File: src/rtl/assert_macros.svh
// Assertion macros used by the RTL of the calendar clock counter.
`ifndef ASSERT_MACROS_SVH
`define ASSERT_MACROS_SVH

// Same-cycle implication, checked at every rising edge outside reset.
`define ASSERT_IMPL(label, ante, cons) \
  label: assert property (@(posedge clk) disable iff (rst) (ante) |-> (cons)) \
    else $error("assertion failed: same-cycle implication");

// Next-cycle implication, checked at every rising edge outside reset.
`define ASSERT_NEXT(label, ante, cons) \
  label: assert property (@(posedge clk) disable iff (rst) (ante) |=> (cons)) \
    else $error("assertion failed: next-cycle implication");

`endif

File: src/rtl/cal_pkg.sv
// Types, constants and the month-length function of the calendar clock counter.
package cal_pkg;

  typedef enum logic {
    OP_TICK = 1'b0,
    OP_LOAD = 1'b1
  } op_t;

  localparam logic [5:0] SEC_LAST     = 6'd59;
  localparam logic [5:0] MIN_LAST     = 6'd59;
  localparam logic [4:0] HOUR_LAST    = 5'd23;
  localparam logic [2:0] WEEKDAY_LAST = 3'd6;
  localparam logic [3:0] MONTH_LAST   = 4'd12;
  localparam logic [6:0] YEAR_LAST    = 7'd99;
  localparam logic [4:0] DAY_FIRST    = 5'd1;
  localparam logic [3:0] MONTH_FIRST  = 4'd1;
  localparam logic [3:0] MONTH_FEB    = 4'd2;
  localparam logic [4:0] DAYS_FEB     = 5'd28;
  localparam logic [4:0] DAYS_FEB_LEAP = 5'd29;
  localparam logic [4:0] DAYS_SHORT   = 5'd30;
  localparam logic [4:0] DAYS_LONG    = 5'd31;

  typedef struct packed {
    op_t        operation;
    logic [5:0] load_second;
    logic [5:0] load_minute;
    logic [4:0] load_hour;
    logic [4:0] load_day;
    logic [2:0] load_weekday;
    logic [3:0] load_month;
    logic [6:0] load_year;
  } req_t;

  typedef struct packed {
    logic [5:0] second;
    logic [5:0] minute;
    logic [4:0] hour;
    logic [4:0] day;
    logic [2:0] weekday;
    logic [3:0] month;
    logic [6:0] year;
    logic       leap_year;
  } res_t;

  // Length of a month; codes outside one to twelve count as 31 days.
  function automatic logic [4:0] month_days(input logic [3:0] month, input logic leap);
    logic [4:0] len;
    begin
      case (month)
        4'd2: begin
          len = leap ? DAYS_FEB_LEAP : DAYS_FEB;
        end
        4'd4, 4'd6, 4'd9, 4'd11: begin
          len = DAYS_SHORT;
        end
        default: begin
          len = DAYS_LONG;
        end
      endcase
      return len;
    end
  endfunction

endpackage

File: src/rtl/calendar_clock_counter.sv
// Top level of the calendar clock counter: counters, carry chain and result buffer.
//
//   Channel   Signals                       Direction  Moves
//   request   req_valid, req_ready, req     in         one tick or one load of all fields
//   result    res_valid, res_ready, res     out        date and time after each request
//
// The counters update at the edge that accepts a request; its result is registered
// in the output register, or in the skid register while an earlier result waits.
// A new request can be taken every cycle while the skid register is empty. The
// tick/load selection and the carry chain from seconds to year are the logic between
// the counter registers and the result register. Reset sets the time to 00:00:00 on
// day 1, month 1, year 0, weekday 0, and empties the result buffer. Its two entries
// keep accepting while one result waits; req_ready comes straight from the skid register.
module calendar_clock_counter (
  input  logic          clk,
  input  logic          rst,
  input  logic          req_valid,
  output logic          req_ready,
  input  cal_pkg::req_t req,
  output logic          res_valid,
  input  logic          res_ready,
  output cal_pkg::res_t res
);
  import cal_pkg::*;

  `include "assert_macros.svh"

  // Calendar counters.
  logic [5:0] sec_count;
  logic [5:0] min_count;
  logic [4:0] hour_count;
  logic [4:0] day_count;
  logic [2:0] weekday_count;
  logic [3:0] month_count;
  logic [6:0] year_count;

  logic [5:0] sec_count_next;
  logic [5:0] min_count_next;
  logic [4:0] hour_count_next;
  logic [4:0] day_count_next;
  logic [2:0] weekday_count_next;
  logic [3:0] month_count_next;
  logic [6:0] year_count_next;

  // Result buffer: the output register and one skid entry behind it.
  logic res_valid_q;
  res_t res_q;
  logic skid_valid;
  res_t skid_q;

  logic req_fire;
  logic res_fire;
  logic leap_now;
  logic [4:0] days_now;
  logic carry_sec;
  logic carry_min;
  logic carry_hour;
  logic carry_day;
  logic carry_month;
  res_t res_new;

  assign req_ready = !skid_valid;
  assign req_fire  = req_valid && req_ready;
  assign res_fire  = res_valid_q && res_ready;
  assign res_valid = res_valid_q;
  assign res       = res_q;

  // February length follows the year currently held in the counters.
  assign leap_now = (year_count[1:0] == 2'd0);
  assign days_now = month_days(month_count, leap_now);

  // Each counter wraps once it is at or past its last value, so an
  // out-of-range load still rolls over on the next carry into it.
  assign carry_sec   = (sec_count >= SEC_LAST);
  assign carry_min   = carry_sec && (min_count >= MIN_LAST);
  assign carry_hour  = carry_min && (hour_count >= HOUR_LAST);
  assign carry_day   = carry_hour && (day_count >= days_now);
  assign carry_month = carry_day && (month_count >= MONTH_LAST);

  always_comb begin
    if (req.operation == OP_LOAD) begin
      sec_count_next     = req.load_second;
      min_count_next     = req.load_minute;
      hour_count_next    = req.load_hour;
      day_count_next     = req.load_day;
      weekday_count_next = req.load_weekday;
      month_count_next   = req.load_month;
      year_count_next    = req.load_year;
    end else begin
      sec_count_next  = carry_sec ? 6'd0 : sec_count + 6'd1;
      min_count_next  = min_count;
      hour_count_next = hour_count;
      day_count_next  = day_count;
      weekday_count_next = weekday_count;
      month_count_next   = month_count;
      year_count_next    = year_count;
      if (carry_sec) begin
        min_count_next = carry_min ? 6'd0 : min_count + 6'd1;
      end
      if (carry_min) begin
        hour_count_next = carry_hour ? 5'd0 : hour_count + 5'd1;
      end
      // A day carry moves weekday and day of month together; a day of zero
      // simply steps to one, since it is below any month length.
      if (carry_hour) begin
        weekday_count_next = (weekday_count >= WEEKDAY_LAST) ? 3'd0 : weekday_count + 3'd1;
        day_count_next     = carry_day ? DAY_FIRST : day_count + 5'd1;
      end
      if (carry_day) begin
        month_count_next = carry_month ? MONTH_FIRST : month_count + 4'd1;
      end
      if (carry_month) begin
        year_count_next = (year_count >= YEAR_LAST) ? 7'd0 : year_count + 7'd1;
      end
    end
  end

  always_comb begin
    res_new.second    = sec_count_next;
    res_new.minute    = min_count_next;
    res_new.hour      = hour_count_next;
    res_new.day       = day_count_next;
    res_new.weekday   = weekday_count_next;
    res_new.month     = month_count_next;
    res_new.year      = year_count_next;
    res_new.leap_year = (year_count_next[1:0] == 2'd0);
  end

  always_ff @(posedge clk) begin
    if (rst) begin
      sec_count     <= 6'd0;
      min_count     <= 6'd0;
      hour_count    <= 5'd0;
      day_count     <= DAY_FIRST;
      weekday_count <= 3'd0;
      month_count   <= MONTH_FIRST;
      year_count    <= 7'd0;
    end else if (req_fire) begin
      sec_count     <= sec_count_next;
      min_count     <= min_count_next;
      hour_count    <= hour_count_next;
      day_count     <= day_count_next;
      weekday_count <= weekday_count_next;
      month_count   <= month_count_next;
      year_count    <= year_count_next;
    end
  end

  // Result buffer control. The output register refills whenever it is empty
  // or being drained, taking the skid entry first so results stay in order.
  always_ff @(posedge clk) begin
    if (rst) begin
      res_valid_q <= 1'b0;
      skid_valid  <= 1'b0;
    end else begin
      if (!res_valid_q || res_fire) begin
        res_valid_q <= skid_valid || req_fire;
        skid_valid  <= 1'b0;
      end else if (req_fire) begin
        skid_valid <= 1'b1;
      end
    end
  end

  always_ff @(posedge clk) begin
    if (!res_valid_q || res_fire) begin
      res_q <= skid_valid ? skid_q : res_new;
    end
    if (req_fire && res_valid_q && !res_fire) begin
      skid_q <= res_new;
    end
  end

  // The skid entry is only ever filled behind a waiting result.
  `ASSERT_IMPL(a_skid_behind_out, skid_valid, res_valid_q)
  // A load takes the counters as given, checked on the seconds and the year.
  `ASSERT_NEXT(a_load_taken, req_fire && req.operation == OP_LOAD,
               sec_count == $past(req.load_second) && year_count == $past(req.load_year))
  // A tick below the last second only advances the seconds.
  `ASSERT_NEXT(a_tick_seconds, req_fire && req.operation == OP_TICK && sec_count < SEC_LAST,
               sec_count == $past(sec_count) + 6'd1 && $stable(min_count))
  // A result waiting on a stalled consumer is neither dropped nor altered.
  `ASSERT_NEXT(a_result_held, res_valid_q && !res_ready, res_valid_q && $stable(res_q))

endmodule
File: config.mk
export PLATFORM = sky130hd
export DESIGN_NAME = calendar_clock_counter
export DESIGN_NICKNAME = d
export VERILOG_FILES = /design/src/rtl/cal_pkg.sv /design/src/rtl/calendar_clock_counter.sv
export VERILOG_INCLUDE_DIRS = /design/src /design/src/rtl
export SDC_FILE = /design/constraint.sdc
export NUM_CORES = 1
export LEC_CHECK = 0
export ABC_AREA = 1
export CAP_MARGIN = 20
export CORE_ASPECT_RATIO = 1.4
export CORE_MARGIN = 8
export CORE_UTILIZATION = 41
export DETAILED_ROUTE_END_ITERATION = 12
export DONT_BUFFER_PORTS = 1
export SYNTH_ARGS = -nofsm -noshare
export SYNTH_HDL_FRONTEND = slang
export SYNTH_SLANG_ARGS = --single-unit
File: constraint.sdc
create_clock -name clk -period 7.8 [get_ports clk]
set_input_delay 0.78 -clock clk [delete_from_list [all_inputs] [get_ports clk]]
set_output_delay 0.78 -clock clk [all_outputs]
set_load 0.01 [all_outputs]
======== Yosys cells after proc, flatten, opt, wreduce, memory -nomap -nowiden ========
Cells that the tools add are included.
word-level totals
  memories kept ........................... 0
  bits in latches ......................... 0
  bits in registers ....................... 112
  bits in writable memories ............... 0
  bits in read-only memories .............. 0
  output and inout bits ................... 39
operators by class
  divide/modulo/power cells ............... 0
  shifts and indexed selects .............. 0
  eq/ne operators ......................... 5
  mux-type cells .......................... 23
  magnitude comparators ................... 7
  reduce and logical (&&, ||, !) cells .... 17
  bitwise logic cells ..................... 0
  multipliers ............................. 0
  add/sub/neg operators ................... 7
operators with widths
  cell                   count
  $mux W37               1
  $mux W5                6
  $mux W6                5
  $mux W7                3
  $add A6 B1 Y6 const B  2
  $ge A6 B6 Y1 const B   2
  $mux W4                3
  $add A5 B1 Y5 const B  2
  $mux W3                3
  $eq A4 B3 Y1 const B   2
  $eq A4 B4 Y1 const B   2
  $logic_and A1 B1 Y1    8
  $add A7 B1 Y7 const B  1
  $ge A7 B7 Y1 const B   1
  $ge A5 B5 Y1           1
  $ge A5 B5 Y1 const B   1
  $add A4 B1 Y4 const B  1
  $eq A4 B2 Y1 const B   1
  $ge A4 B4 Y1 const B   1
  $logic_not A2 Y1       2
  $pmux W2 S2            1
  $reduce_or A4 Y1       1
  $add A3 B1 Y3 const B  1
  $ge A3 B3 Y1 const B   1
  4 further kinds        7

======== Depth between registers and ports, before layout ========
  depth in word-level cells ............... 10
  gate-level depth with buffers ........... 17

======== Least setup slack after synthesis ========
No wires, ideal clock.
  path kind ............................... input port to flip-flop
  start ................................... input port res_ready
  end ..................................... register skid_q[0] in the netlist's numbering (enable)
  arrival time ............................ 3,089 ps
  data required time ...................... 7,369 ps
  cell stages on the path ................. 3
  buffers on the path ..................... 0
  path slack .............................. 4,280 ps
  cell sequence ........................... nor2_1 inv_1 nor2_1
between the ends
  longest elaborated chain between the ends .. 3
ends and longest elaborated chain
  element               RTL line                       text
  start, declared       calendar_clock_counter.sv:21   input logic res_ready,
  $logic_and A1 B1 Y1   calendar_clock_counter.sv:64   assign res_fire = res_valid_q && res_ready;
  $logic_not A1 Y1      calendar_clock_counter.sv:169  if (req_fire && res_valid_q && !res_fire) begin
  $logic_and A1 B1 Y1   calendar_clock_counter.sv:169
  end signal, assigned  calendar_clock_counter.sv:170  skid_q <= res_new;
  end, declared         calendar_clock_counter.sv:49   res_t skid_q;
Every way passes these cells.
A chain may end at the register's enable or synchronous reset.

======== Final worst setup path ========
  start ................................... register year_count[0]
  end ..................................... register res_q (netlist bit res[10]), data pin
between the ends
  longest elaborated chain between the ends .. 10
ends and longest elaborated chain
  element                  RTL line                       text
  start, declared          calendar_clock_counter.sv:35   logic [6:0] year_count;
  start signal, assigned   calendar_clock_counter.sv:145  year_count <= year_count_next;
  $logic_not A2 Y1 *       calendar_clock_counter.sv:69   assign leap_now = (year_count[1:0] == 2'd0);
  $mux W1 *                cal_pkg.sv:51                  len = leap ? DAYS_FEB_LEAP : DAYS_FEB;
  $pmux W2 S2 *            cal_pkg.sv:49                  case (month)
  $ge A5 B5 Y1 *           calendar_clock_counter.sv:77   assign carry_day = carry_hour && (day_count >= days_now);
  $logic_and A1 B1 Y1 *    calendar_clock_counter.sv:77
  $logic_and A1 B1 Y1      calendar_clock_counter.sv:78   assign carry_month = carry_day && (month_count >= MONTH_LAST);
  $mux W4                  calendar_clock_counter.sv:110  month_count_next = carry_month ? MONTH_FIRST : month_count + 4'd1;
  $mux W4 *                calendar_clock_counter.sv:109  if (carry_day) begin
  $mux W4 *                calendar_clock_counter.sv:81   if (req.operation == OP_LOAD) begin
  via month_count_next[2]  calendar_clock_counter.sv:42   logic [3:0] month_count_next;
  $mux W37 *               calendar_clock_counter.sv:167  res_q <= skid_valid ? skid_q : res_new;
  end signal, assigned     calendar_clock_counter.sv:167
  end, declared            calendar_clock_counter.sv:47   res_t res_q;
The timed path passes the listed nets; every way through them passes the cells marked *.

==> results.env <==
WL_UM=13200
SETUP_TNS_NS=0
SYNTH.CELL_AREA_SQ_UM=5660
DETAIL_ROUTE.VIAS_PER_CELL=5.11
ANT_NETS=0
FLOORPLAN.INITIALDENSITY_PCT=41.3
CTS_MADE_BUFFERS=9
WORST_PATH_MOST_REPEATED_CELL='sky130_fd_sc_hd__nand2_1'
DIE_X_UM=115
REPORT.FINAL.SLEW_VIOL_COUNT=0
DRT_FIRST_PASS_ITERS=7
RSZ0062_AT_GRT='no'
AREA_DELTA_SYNTH_FINAL_PCT=8.22
TIMING.FINAL.SETUP_VIOLATIONS=0
CRITICAL_PATH_ARRIVAL_NS=2.86
CLOCK_INSERTION_DELAY_WORST_SKEW_NS=0.35
POSTSYNTHAREAPERCELL_SQ_UM=8.33
POST_CTS.REPAIR.SETUP_BUFFERS=0
POSTSYNTHREGISTERBITS=112
FILLER_CELL_COUNT=1338
FP.COREAREA_SQ_UM=13700
FIN_WORST_SKEW_NS=0.00831
POSTSYNTH.ASYNCRESETSHARE_PCT=0
CRIT_PATH_TOP_DELAY_CELL='sky130_fd_sc_hd__dfxtp_1'
CLK_PIN_SLEW_WORST_PATHS_NS=0.07
ANTENNA_FOUND_INITIAL=0
VIAS=4387
POSTLAYOUTCOREUTIL_PCT=44.7
GRT.TOTAL_USAGE_PCT=15.0
CRIT_FAMILY='compound AO/OA/AOI/OAI gates'
NUMBER_OF_GLOBAL_ROUTE_VIAS_BEFORE_REPAIR=4128
DIE_AREA_SQ_UM=17900
CLOCK_TREE.BUFFER_DEPTH=2
CRIT_PATH_CELL_TRACE='inv_1 > ha_1 > o311a_1 > ha_1 > o21ai_0 > a21oi_2 > nand2_4 > inv_2 > nand2_1 > nand3_1 > o21ai_1 > nand2_1 > nand2_1'
DETAILED_ROUTE_DRC_ERROR_COUNT=0
DRT_ITER0_MARKERS=336
POWER.DENSITY_nW_PER_UM2=215
GPL.FINAL_WEIGHTED_CONGESTION=0.850
PLACE_INST=842
FINISH.NET_COUNT=724
WIRE_LENGTH_OF_THE_FIRST_GLOBAL_ROUTING_PASS_UM=20900
WORSTMARGINPINSLEW_NS=0.914
CRIT_REQUIRED_NS=7.90
FINALWORSTPATHREQUIREDPERIOD_NS=2.76
DOMINANTREGCELLSYNTH='sky130_fd_sc_hd__edfxtp_1'
CTS_HOLD_REPAIR.BUFFERS=0
INSTANCES_NO_FILL=859
HTREE_NUM_LEVELS=3
NUMBER_OF_ROWS_IN_THE_CORE_AREA=51
CLOCK_TREE_FROM_TRITONCTS='done'
ANTENNA_CELLS_INSERTED=0
CTS.SINK_COUNT=112
CRIT_PATH_START_KIND='flop'
TIMING_WORST_SETUP_PATH_TYPE='flop to flop'
DRT-WIRELENGTH-PER-CELL_UM=15.4
CELL_LEAKAGE_POWER_nW=2.85
NETLIST_INSTANCES=680
PLACE.DETAILED.HPWL_UM=9300
SYNTHESIZED_NETS=735
CRITICAL-PATH-MAX-STAGE-DELAY_NS=0.45
PORT-BUFFER-COUNT=0
PIN_COUNT=80
WORST-PATH-MAX-FANOUT=9
SLEW-LIMIT-HEADROOM_PCT=39.0
DIE_H_UM=155
CTS.REPAIR.RESIZED=0
GRT.OVERFLOW.TOTAL=0
MAX_FREQ_MHz=363
IR_WORST_VDD_uV=88.7
CLOCK_TREE.ROOT_CELL='sky130_fd_sc_hd__clkbuf_16'
SYNTH_ENABLE_FLOP_CELLS=74
PIN_COUNT_OF_THE_BIGGEST_NET_ENTERING_GLOBAL_ROUTING=54
SEQ_AREA_FRAC_SYNTH_PCT=52.7
LAYOUT-DRIVE-GT1-SHARE_PCT=7.12
MAX-CAP-VIOLATIONS=0
MIN_PATH_TYPE='flop to flop'
TIMING.FINAL.CRIT_SHARE_PCT=35.3
PRE_CTS_SLACK_NS=5.04
CP.BUFFERS_INVERTERS=2
SYNTH.DISTINCT_CELLS=37
WORST_CASE_SETUP_MARGIN_IN_THE_FINAL_LAYOUT_NS=5.04
STATUS='completed'
CRITPATHCAPTURETYPE='flop'
YOSYS_WARNINGS=0
REPORT.FINAL.HOLD_VIOL_COUNT=0
-- logic make-up after synthesis --
| group | synth area share, % |
|---|---|
| compound gates | 11.4 |
| xor+xnor | 1.08 |
| fa+ha+maj | 3.09 |
| buf+inv | 8.46 |
| flops | 52.7 |
| simple gates | 23.3 |
-- area by class of cell --
cell class	count	area [sq um]	area share, %
clock buffers	9	225	3.67
clock inverters	7	70.1	1.14
inverters	98	368	6.00
multi-input cells	444	2210	36.0
flip-flops and latches	112	2980	48.7
well taps	185	231	3.78
repair buffers	4	42.5	0.694
-- routing by layer --
layer / global-route usage, % / up-vias / wire length, um / part of all wire [%]
li1: - / 2194 / - / -
met1: 16.0 / 2052 / 5380 / 41
met2: 27.6 / 122 / 6940 / 52
met3: 3.22 / 19 / 635 / 4.8
met4: 5.84 / 0 / 275 / 2.1
met5: 0 / - / 0 / 0
-- synth_stat cells, types with 7 or more instances --
cell	count	area, sq um
sky130_fd_sc_hd__nand2_1	196	736
sky130_fd_sc_hd__inv_1	90	338
sky130_fd_sc_hd__edfxtp_1	74	2220
sky130_fd_sc_hd__nor2_1	49	184
sky130_fd_sc_hd__dfxtp_1	38	761
sky130_fd_sc_hd__nand3_1	38	190
sky130_fd_sc_hd__o21ai_0	33	165
sky130_fd_sc_hd__a21oi_1	32	160
sky130_fd_sc_hd__clkbuf_1	19	71.3
sky130_fd_sc_hd__a31oi_1	17	106
sky130_fd_sc_hd__ha_1	14	175
sky130_fd_sc_hd__o21ai_1	13	65.1
sky130_fd_sc_hd__nand2_2	8	50.1
sky130_fd_sc_hd__xor2_1	7	61.3
-- sequential cells by signal (all words and copies together) (netlist names) --
signal / flops
year_count: 7
hour_count: 5
weekday_count: 3
min_count: 6
res: 37
res_valid: 1
month_count: 4
day_count: 5
sec_count: 6
skid_q: 37
skid_valid: 1
-- power breakdown --
group	leakage, nW	switching (mW)	internal (mW)
clock network	0.144	0.213	0.250
logic	1.65	0.0872	0.0443
registers	1.06	0.0382	0.683
total	2.85	0.338	0.977
-- cells in the final DEF (no fill, tap or decap), types with 9 or more instances in the layout --
| master | instances |
|---|---|
| sky130_fd_sc_hd__edfxtp_1 | 74 |
| sky130_fd_sc_hd__dfxtp_1 | 38 |
| sky130_fd_sc_hd__o21ai_0 | 33 |
| sky130_fd_sc_hd__a21oi_1 | 32 |
| sky130_fd_sc_hd__nand2_1 | 196 |
| sky130_fd_sc_hd__a31oi_1 | 17 |
| sky130_fd_sc_hd__inv_1 | 90 |
| sky130_fd_sc_hd__nor2_1 | 48 |
| sky130_fd_sc_hd__clkbuf_16 | 9 |
| sky130_fd_sc_hd__ha_1 | 14 |
| sky130_fd_sc_hd__o21ai_1 | 13 |
| sky130_fd_sc_hd__nand3_1 | 38 |
-- metrics by stage --
stage / hold slack [ns] / cell area (sq um) / total power [mW]
2_1_floorplan: 0.494 / 5660 / 0.831
3_3_place_gp: 0.508 / 5810 / 0.863
3_5_place_dp: 0.501 / 5810 / 0.867
4_1_cts: 0.500 / 6110 / 1.33
5_1_grt: 0.504 / 6130 / 1.37
6_report: 0.512 / 6130 / 1.31
-- final timing paths --
check           startpoint      end  slack, ns  cells after the start
max          year_count[0]  res[10]       5.04                     13
min reg2reg     skid_q[33]  res[33]       0.51                      2
max reg2reg  year_count[0]  res[10]       5.04                     13
min             skid_q[33]  res[33]       0.51                      2
-- worst register-to-register path: stages (launching register included) --
cell                      delay (ns)
sky130_fd_sc_hd__dfxtp_1        0.45
sky130_fd_sc_hd__inv_1          0.10
sky130_fd_sc_hd__ha_1           0.20
sky130_fd_sc_hd__o311a_1        0.33
sky130_fd_sc_hd__ha_1           0.27
sky130_fd_sc_hd__o21ai_0        0.09
sky130_fd_sc_hd__a21oi_2        0.32
sky130_fd_sc_hd__nand2_4        0.15
sky130_fd_sc_hd__inv_2          0.11
sky130_fd_sc_hd__nand2_1        0.06
sky130_fd_sc_hd__nand3_1        0.09
sky130_fd_sc_hd__o21ai_1        0.18
sky130_fd_sc_hd__nand2_1        0.10
sky130_fd_sc_hd__nand2_1        0.07
(Power assumes the default switching activity.)
